`src/hw/rtl/lsa_pkg.sv`:
```
// lsa_pkg: shared types and constants for the latency statistics accumulator.
// Used by lsa_ser_div and latency_stats_accumulator_unit.
`timescale 1ns / 1ps

package lsa_pkg;

  // Field widths
  localparam int SEC_W   = 32;
  localparam int USEC_W  = 20;
  localparam int STAT_W  = 32;
  // Signed latency product: 33-bit seconds difference times 20-bit constant
  localparam int DIFF_W  = 54;
  localparam int TOTAL_W = 2 * STAT_W;

  localparam int IN_DATA_W  = 104;
  localparam int OUT_DATA_W = 160;

  localparam logic [USEC_W-1:0] US_PER_SECOND = USEC_W'(1000000);
  localparam logic [STAT_W-1:0] ALL_ONES      = '1;

  typedef enum logic [1:0] {
    ST_IDLE,
    ST_MUL,
    ST_DIV,
    ST_WRITE
  } lsa_state_t;

endpackage

```
`src/hw/rtl/lsa_ser_mul.sv`:
```
// lsa_ser_mul: shift-add multiplier, one bit of the multiplier per cycle.
// Standalone; the top level sizes it through parameters.
`timescale 1ns / 1ps

module lsa_ser_mul #(
  parameter int P_W = 64,
  parameter int B_W = 32
) (
  input  logic           clk,
  input  logic           rst_n,
  input  logic           start,
  input  logic [P_W-1:0] a,
  input  logic [B_W-1:0] b,
  input  logic [P_W-1:0] init,
  output logic [P_W-1:0] product,
  output logic           done
);

  localparam int CNT_W = $clog2(B_W + 1);

  logic [P_W-1:0]   a_r, a_nxt;
  logic [B_W-1:0]   b_r, b_nxt;
  logic [P_W-1:0]   acc_r, acc_nxt;
  logic [CNT_W-1:0] cnt_r, cnt_nxt;

  // Load on start, then add the shifted multiplicand per set multiplier bit
  always_comb begin
    a_nxt   = a_r;
    b_nxt   = b_r;
    acc_nxt = acc_r;
    cnt_nxt = cnt_r;
    if (start) begin
      a_nxt   = a;
      b_nxt   = b;
      acc_nxt = init;
      cnt_nxt = CNT_W'(B_W);
    end else if (cnt_r != '0) begin
      if (b_r[0]) begin
        acc_nxt = acc_r + a_r;
      end
      a_nxt   = {a_r[P_W-2:0], 1'b0};
      b_nxt   = {1'b0, b_r[B_W-1:1]};
      cnt_nxt = cnt_r - CNT_W'(1);
    end
  end

  always_ff @(posedge clk) begin
    if (!rst_n) begin
      cnt_r <= '0;
    end else begin
      cnt_r <= cnt_nxt;
    end
  end

  always_ff @(posedge clk) begin
    a_r   <= a_nxt;
    b_r   <= b_nxt;
    acc_r <= acc_nxt;
  end

  assign product = acc_r;
  assign done    = (cnt_r == '0);

endmodule

```
`src/hw/rtl/lsa_ser_div.sv`:
```
// lsa_ser_div: restoring divider, one quotient bit per cycle.
// Needs lsa_pkg; the upper half of the dividend must be below the divisor.
`timescale 1ns / 1ps

module lsa_ser_div (
  input  logic                          clk,
  input  logic                          rst_n,
  input  logic                          start,
  input  logic [lsa_pkg::TOTAL_W-1:0]   dividend,
  input  logic [lsa_pkg::STAT_W:0]      divisor,
  output logic [lsa_pkg::STAT_W-1:0]    quotient,
  output logic                          done
);

  import lsa_pkg::*;

  localparam int CNT_W = $clog2(STAT_W + 1);

  logic [STAT_W:0]   rem_r, rem_nxt;
  logic [STAT_W-1:0] q_r, q_nxt;
  logic [STAT_W:0]   dvs_r, dvs_nxt;
  logic [CNT_W-1:0]  cnt_r, cnt_nxt;
  logic [STAT_W+1:0] shifted;
  logic [STAT_W+1:0] trial;

  // Shift in one dividend bit, subtract the divisor where it fits
  always_comb begin
    rem_nxt = rem_r;
    q_nxt   = q_r;
    dvs_nxt = dvs_r;
    cnt_nxt = cnt_r;
    shifted = {rem_r, q_r[STAT_W-1]};
    trial   = shifted - {1'b0, dvs_r};
    if (start) begin
      rem_nxt = {1'b0, dividend[TOTAL_W-1:STAT_W]};
      q_nxt   = dividend[STAT_W-1:0];
      dvs_nxt = divisor;
      cnt_nxt = CNT_W'(STAT_W);
    end else if (cnt_r != '0) begin
      if (!trial[STAT_W+1]) begin
        rem_nxt = trial[STAT_W:0];
        q_nxt   = {q_r[STAT_W-2:0], 1'b1};
      end else begin
        rem_nxt = shifted[STAT_W:0];
        q_nxt   = {q_r[STAT_W-2:0], 1'b0};
      end
      cnt_nxt = cnt_r - CNT_W'(1);
    end
  end

  always_ff @(posedge clk) begin
    if (!rst_n) begin
      cnt_r <= '0;
    end else begin
      cnt_r <= cnt_nxt;
    end
  end

  always_ff @(posedge clk) begin
    rem_r <= rem_nxt;
    q_r   <= q_nxt;
    dvs_r <= dvs_nxt;
  end

  assign quotient = q_r;
  assign done     = (cnt_r == '0);

endmodule

```
`src/hw/rtl/latency_stats_accumulator_unit.sv`:
```
// latency_stats_accumulator_unit: running min/max/mean/count of packet latency.
// Needs lsa_pkg, lsa_ser_mul and lsa_ser_div.
`timescale 1ns / 1ps
//
//  channel | direction | payload (lowest bits first)
//  in_*    | request   | start_seconds, start_micros, end_seconds, end_micros
//  out_*   | result    | latency_us, min_latency_us, max_latency_us,
//          |           | mean_latency_us, sample_count
//
// Steps of a request: accept, the serial multiply of mean by count (the
// seconds-times-10^6 multiply runs beside it), the bit-serial division, and
// the write of the result. Reset is synchronous and active low. A new request
// is accepted while a result waits on out_tready; a stalled result holds the
// block in its write step.

module latency_stats_accumulator_unit (
  input  logic                              clk,
  input  logic                              rst_n,
  input  logic                              in_tvalid,
  output logic                              in_tready,
  // start_seconds[31:0], start_micros[51:32], end_seconds[83:52], end_micros[103:84]
  input  logic [lsa_pkg::IN_DATA_W-1:0]     in_tdata,
  output logic                              out_tvalid,
  input  logic                              out_tready,
  // latency_us[31:0], min_latency_us[63:32], max_latency_us[95:64],
  // mean_latency_us[127:96], sample_count[159:128]
  output logic [lsa_pkg::OUT_DATA_W-1:0]    out_tdata
);

  import lsa_pkg::*;

  lsa_state_t state_r, state_nxt;

  logic [STAT_W-1:0] min_r, min_nxt;
  logic [STAT_W-1:0] max_r, max_nxt;
  logic [STAT_W-1:0] mean_r, mean_nxt;
  logic [STAT_W-1:0] count_r, count_nxt;
  logic [STAT_W-1:0] lat_r, lat_nxt;
  logic              out_valid_r, out_valid_nxt;
  logic [OUT_DATA_W-1:0] out_data_r, out_data_nxt;

  logic              accept;
  logic [SEC_W-1:0]  start_seconds, end_seconds;
  logic [USEC_W-1:0] start_micros, end_micros;
  logic [SEC_W:0]    sec_diff;
  logic [USEC_W:0]   usec_diff;

  logic [DIFF_W-1:0]  diff_prod;
  logic               diff_done;
  logic [TOTAL_W-1:0] mc_prod;
  logic               mc_done;
  logic               div_start;
  logic [STAT_W-1:0]  quotient;
  logic               div_done;
  logic [STAT_W-1:0]  lat_sat;

  // Unpack the request
  assign start_seconds = in_tdata[31:0];
  assign start_micros  = in_tdata[51:32];
  assign end_seconds   = in_tdata[83:52];
  assign end_micros    = in_tdata[103:84];

  assign in_tready = (state_r == ST_IDLE);
  assign accept    = in_tvalid && in_tready;

  // Signed differences of the two timestamp parts
  assign sec_diff  = {1'b0, end_seconds} - {1'b0, start_seconds};
  assign usec_diff = {1'b0, end_micros} - {1'b0, start_micros};

  // Elapsed microseconds: seconds difference times 10^6, micros difference as start value
  lsa_ser_mul #(
    .P_W (DIFF_W),
    .B_W (USEC_W)
  ) u_lat_mul (
    .clk     (clk),
    .rst_n   (rst_n),
    .start   (accept),
    .a       ({{(DIFF_W-SEC_W-1){sec_diff[SEC_W]}}, sec_diff}),
    .b       (US_PER_SECOND),
    .init    ({{(DIFF_W-USEC_W-1){usec_diff[USEC_W]}}, usec_diff}),
    .product (diff_prod),
    .done    (diff_done)
  );

  // Weighted old mean: mean times count
  lsa_ser_mul #(
    .P_W (TOTAL_W),
    .B_W (STAT_W)
  ) u_mc_mul (
    .clk     (clk),
    .rst_n   (rst_n),
    .start   (accept),
    .a       ({{(TOTAL_W-STAT_W){1'b0}}, mean_r}),
    .b       (count_r),
    .init    ('0),
    .product (mc_prod),
    .done    (mc_done)
  );

  // Saturate negative or over-wide latency to all ones
  assign lat_sat = (diff_prod[DIFF_W-1] || (|diff_prod[DIFF_W-2:STAT_W])) ?
                   ALL_ONES : diff_prod[STAT_W-1:0];

  assign div_start = (state_r == ST_MUL) && mc_done && diff_done;

  // New mean: (mean*count + lat_sat) / (count + 1)
  lsa_ser_div u_div (
    .clk      (clk),
    .rst_n    (rst_n),
    .start    (div_start),
    .dividend (mc_prod + {{(TOTAL_W-STAT_W){1'b0}}, lat_sat}),
    .divisor  ({1'b0, count_r} + {{STAT_W{1'b0}}, 1'b1}),
    .quotient (quotient),
    .done     (div_done)
  );

  // Sequence the request and update the statistics at write
  always_comb begin
    state_nxt     = state_r;
    min_nxt       = min_r;
    max_nxt       = max_r;
    mean_nxt      = mean_r;
    count_nxt     = count_r;
    lat_nxt       = lat_r;
    out_valid_nxt = out_valid_r;
    out_data_nxt  = out_data_r;
    if (out_valid_r && out_tready) begin
      out_valid_nxt = 1'b0;
    end
    unique case (state_r)
      ST_IDLE: begin
        if (accept) begin
          state_nxt = ST_MUL;
        end
      end
      ST_MUL: begin
        if (div_start) begin
          lat_nxt   = lat_sat;
          state_nxt = ST_DIV;
        end
      end
      ST_DIV: begin
        if (div_done) begin
          state_nxt = ST_WRITE;
        end
      end
      ST_WRITE: begin
        if (!out_valid_r || out_tready) begin
          if (lat_r < min_r) begin
            min_nxt = lat_r;
          end
          if (lat_r > max_r) begin
            max_nxt = lat_r;
          end
          if (count_r != ALL_ONES) begin
            count_nxt = count_r + STAT_W'(1);
          end
          mean_nxt      = quotient;
          out_data_nxt  = {count_nxt, mean_nxt, max_nxt, min_nxt, lat_r};
          out_valid_nxt = 1'b1;
          state_nxt     = ST_IDLE;
        end
      end
      default: state_nxt = ST_IDLE;
    endcase
  end

  always_ff @(posedge clk) begin
    if (!rst_n) begin
      state_r     <= ST_IDLE;
      min_r       <= ALL_ONES;
      max_r       <= '0;
      mean_r      <= '0;
      count_r     <= '0;
      out_valid_r <= 1'b0;
    end else begin
      state_r     <= state_nxt;
      min_r       <= min_nxt;
      max_r       <= max_nxt;
      mean_r      <= mean_nxt;
      count_r     <= count_nxt;
      out_valid_r <= out_valid_nxt;
    end
  end

  always_ff @(posedge clk) begin
    lat_r      <= lat_nxt;
    out_data_r <= out_data_nxt;
  end

  assign out_tvalid = out_valid_r;
  assign out_tdata  = out_data_r;

endmodule
```
`config.mk`:
```
export PLATFORM = sky130hd
export DESIGN_NAME = latency_stats_accumulator_unit
export DESIGN_NICKNAME = d
export VERILOG_FILES = /design/src/hw/rtl/lsa_pkg.sv /design/src/hw/rtl/lsa_ser_mul.sv /design/src/hw/rtl/lsa_ser_div.sv /design/src/hw/rtl/latency_stats_accumulator_unit.sv
export SDC_FILE = /design/constraint.sdc
export NUM_CORES = 2
export LEC_CHECK = 0
export BUFFER_PORTS_ARGS = -buffer_cell sky130_fd_sc_hd__buf_4
export CAP_MARGIN = 15
export CELL_PAD_IN_SITES_DETAIL_PLACEMENT = 0
export CELL_PAD_IN_SITES_GLOBAL_PLACEMENT = 1
export CORE_MARGIN = 3
export CORE_UTILIZATION = 48
export DETAILED_ROUTE_END_ITERATION = 8
export GPL_TIMING_DRIVEN = 0
export MAX_ROUTING_LAYER = met4
export PLACE_DENSITY_LB_ADDON = 0.1
export SLEW_MARGIN = 20
export SYNTH_ARGS = -nofsm -noshare
export SYNTH_HDL_FRONTEND = slang
export SYNTH_SLANG_ARGS = --single-unit
```
`constraint.sdc`:
```
create_clock -name clk -period 8.1 [get_ports clk]
set_input_delay 0.81 -clock clk [delete_from_list [all_inputs] [get_ports clk]]
set_output_delay 0.81 -clock clk [all_outputs]
set_load 0.1 [all_outputs]
```
==> impl_metrics.ini <==
[synth]
synthCells = 4553
ys.flop_type = edfxtp_1
yosys_register_bits = 726
syn_area_sq_mm = 0.0426
yosysTopAreaCell = edfxtp_1
synth_cell_types = 106
yosys-top-cells-count = 762 x nand2_1, 461 x edfxtp_1, 367 x a21oi_1, 305 x ha_1, 268 x nor2_1
yosysMostFrequentCell = nand2_1
yosysWarnings = 0
syn_nets = 4972
synth_edf_count = 461
yosysSeqAreaShare_pct = 45.0
synth.area.top_cells = edfxtp_1 33%, dfxtp_1 12%, ha_1 9.0%, nand2_1 6.7%, a21oi_1 4.3%
syn_area_per_cell_sq_um = 9.35
synth_top_area_share_pct = 32.5
postSynth.asyncResetShare_pct = 0

[finish]
fin_util_pct = 56.1
drive_gt1_share_pct = 10.5
seq_area_sq_mm = 0.0191
final_nets = 5333
num-fill-cells = 8052
area_growth_pct = 15.1
diodes = 0
multi_input_comb_area_sq_mm = 0.0218

[timing]
fin_crit_ps = 6700
setup_viol = 0
tns_ps = 0
slew_headroom_pct = 20.2
period_share_pct = 82.8
skew_ps = 25.8
rsz0062_at_grt = false
drv_slew = 0
hold_viol_final = 0
max_freq_ghz = 0.149
worst_slew_pin_slew_ps = 1200

[global_routing]
grt_pass1_vias = 33400
grt_pass1_wl_mm = 197
globalRoute.totalOverflow = 0
grtUsageTotal_pct = 28.0
antenna_found_initial = 1
grt_max_degree = 62

[pwr]
power_leakage_nw = 20.5
netSwitchingPower_mw = 9.08
p_comb_share_pct = 51.6
pwr-share-clk_pct = 18.3
internal_power_mw = 11.6
max-vdd-ir-drop_v = 0.000287
seqPwrFrac_pct = 30.1
swShare_pct = 43.9
power.density_mw_per_mm2 = 422

[clocking]
numCtsBuffers = 81
tritoncts = built
clock_latency_ps = 650
cts_resized = 0
clockRootBuffer = clkbuf_16
h-tree-depth = 3
clock_path_buffers = 3
clk_pin_slew_worst_paths_ps = 60
postCtsSetupBuffers = 0
hold_buffers = 0
cts.sinks = 726

[worst_hold_path]
min_path_type = flip-flop to flip-flop
holdCritStartpoint = u_lat_mul.b_r[4]$_SDFFE_PP0P_

[flow_run]
cap_violations = 0

[die]
die_x_microns = 304
row_count = 108
top_level_ports = 270
die_h_microns = 304
design.die.area_sq_mm = 0.0923
start_util_pct = 48.8
core_sq_mm = 0.0873

[drt]
vias_per_cell = 5.65
drc = 0
detail-route-antenna-nets = 0
routed_wl_mm = 129
wl_per_cell_microns = 21.0
drt_iter0_markers = 2305
num_vias = 34700
dr.pass1.iters = 5

[setup_path]
startpoint_type = flip-flop
cp_max_fo = 10
critPathKind = flip-flop to flip-flop
rr_startpoint = u_lat_mul.product[44]$_DFFE_PP_
cp.arrival_ps = 7040
cp.required_ps = 8430
crit_path_end_kind = flip-flop
crit_path_start = u_lat_mul.product[44]$_DFFE_PP_

[placement]
gp_routability_congestion = 0.933
dp_hpwl_mm = 99.5
io_buffers = 269

[run_status]
outcome = finished clean
[layout make-up]
class / instances / share of cell area (%)
buffer: 197 / 1.68
clock buffer: 109 / 4.68
clock inverter: 41 / 0.851
inverter: 231 / 1.77
multi-input combinational: 3399 / 44.5
sequential: 726 / 39.1
tap: 1155 / 2.95
timing repair buffer: 278 / 4.51
[state kept, by name, summed over array words and instances (netlist names)]
register / cells
u_lat_mul.b_r: 20
u_lat_mul.product: 54
u_mc_mul.cnt_r: 6
max_r: 32
state_r: 2
out_tdata: 160
min_r: 32
u_mc_mul.b_r: 32
out_tvalid: 1
count_r: 32
u_mc_mul.product: 64
mean_r: 32
lat_r: 32
u_div.quotient: 32
u_div.rem_r: 33
u_div.cnt_r: 6
u_mc_mul.a_r: 64
u_lat_mul.a_r: 54
u_div.dvs_r: 33
u_lat_mul.cnt_r: 5
[power groups by stage]
stage / sequential [mW] / combinational [mW] / clock, mW
3_5_place_dp: 6.29 / 10.6 / 0
4_1_cts: 6.23 / 10.6 / 3.85
6_report: 6.23 / 10.7 / 3.78
2_1_floorplan: 6.53 / 7.36 / 0
3_3_place_gp: 6.38 / 10.4 / 0
5_1_grt: 6.33 / 11.8 / 4.00
[final timing paths]
path	to	slack, ps	cells after the start
setup / recovery	u_div.rem_r[24]$_DFFE_PP_	1400	18
hold / removal	u_lat_mul.b_r[3]$_SDFFE_PP0P_	440	2
setup reg to reg	u_div.rem_r[24]$_DFFE_PP_	1400	18
hold reg to reg	u_lat_mul.b_r[3]$_SDFFE_PP0P_	440	2
[per-layer routing]
metal / part of all wire [%] / vias up / wire length, microns / GRT usage [%]
li1: - / 17100 / - / -
met1: 45 / 16600 / 57800 / 36.4
met2: 47 / 895 / 60700 / 46.0
met3: 4.8 / 168 / 6120 / 2.87
met4: 3.2 / 0 / 4150 / 9.04
met5: 0 / - / 0 / -
[per-stage QoR]
stage          hold WS, ps  power, mW  worst slack (ps)  cell area (sq um)  std cells
2_1_floorplan          423       13.9              1770              42600       4553
3_3_place_gp           435       16.8             -1080              46000       5977
3_5_place_dp           438       16.8              1470              46300       5986
4_1_cts                442       20.7              1400              49000       6136
5_1_grt                462       22.1              1090              49000       6136
6_report               445       20.7              1400              49000       6136
[placed cells by master (no fill, tap or decap), types with 35 or more instances in the layout]
master	instances
xnor2_1	147
buf_4	271
xor2_1	114
clkbuf_16	85
a21o_1	188
dfxtp_1	265
inv_1	227
o21a_1	41
and3_1	35
nand2_1	758
o21ai_1	37
a31oi_1	40
edfxtp_1	461
nand4_1	63
ha_1	305
o21ai_0	244
a211oi_1	36
nor2_1	268
mux2i_1	54
clkbuf_1	161
a21oi_1	367
o211ai_1	49
nor3_1	82
nand2b_1	88
nand3_1	99
nor2b_1	35
[cells by family (layout without fill, tap and decap cells)]
kind of cell	count (synthesis)	in the layout	share of synthesized area, %
xor+xnor	261	261	5.37
compound gates	1183	1183	17.7
simple gates	1551	1551	16.5
fa+ha+maj	311	311	9.25
mux	93	93	2.30
flops	726	726	45.0
buf+inv	428	856	3.94
[critical path, stage by stage (launching register included)]
cell      delay, ps
edfxtp_1        400
nor4_1          550
nand4_1         240
nor4_2          410
buf_4           280
clkbuf_1        460
nand2b_1        380
ha_1            470
nor2b_1         180
o31a_1          220
o211ai_1        220
a211oi_1        590
o21ai_1         320
o21ai_1         340
and2b_1         430
buf_2           340
nand4_1         140
xor2_1          220
mux2i_1         150
Note: power is estimated with default switching activity, not from simulation.
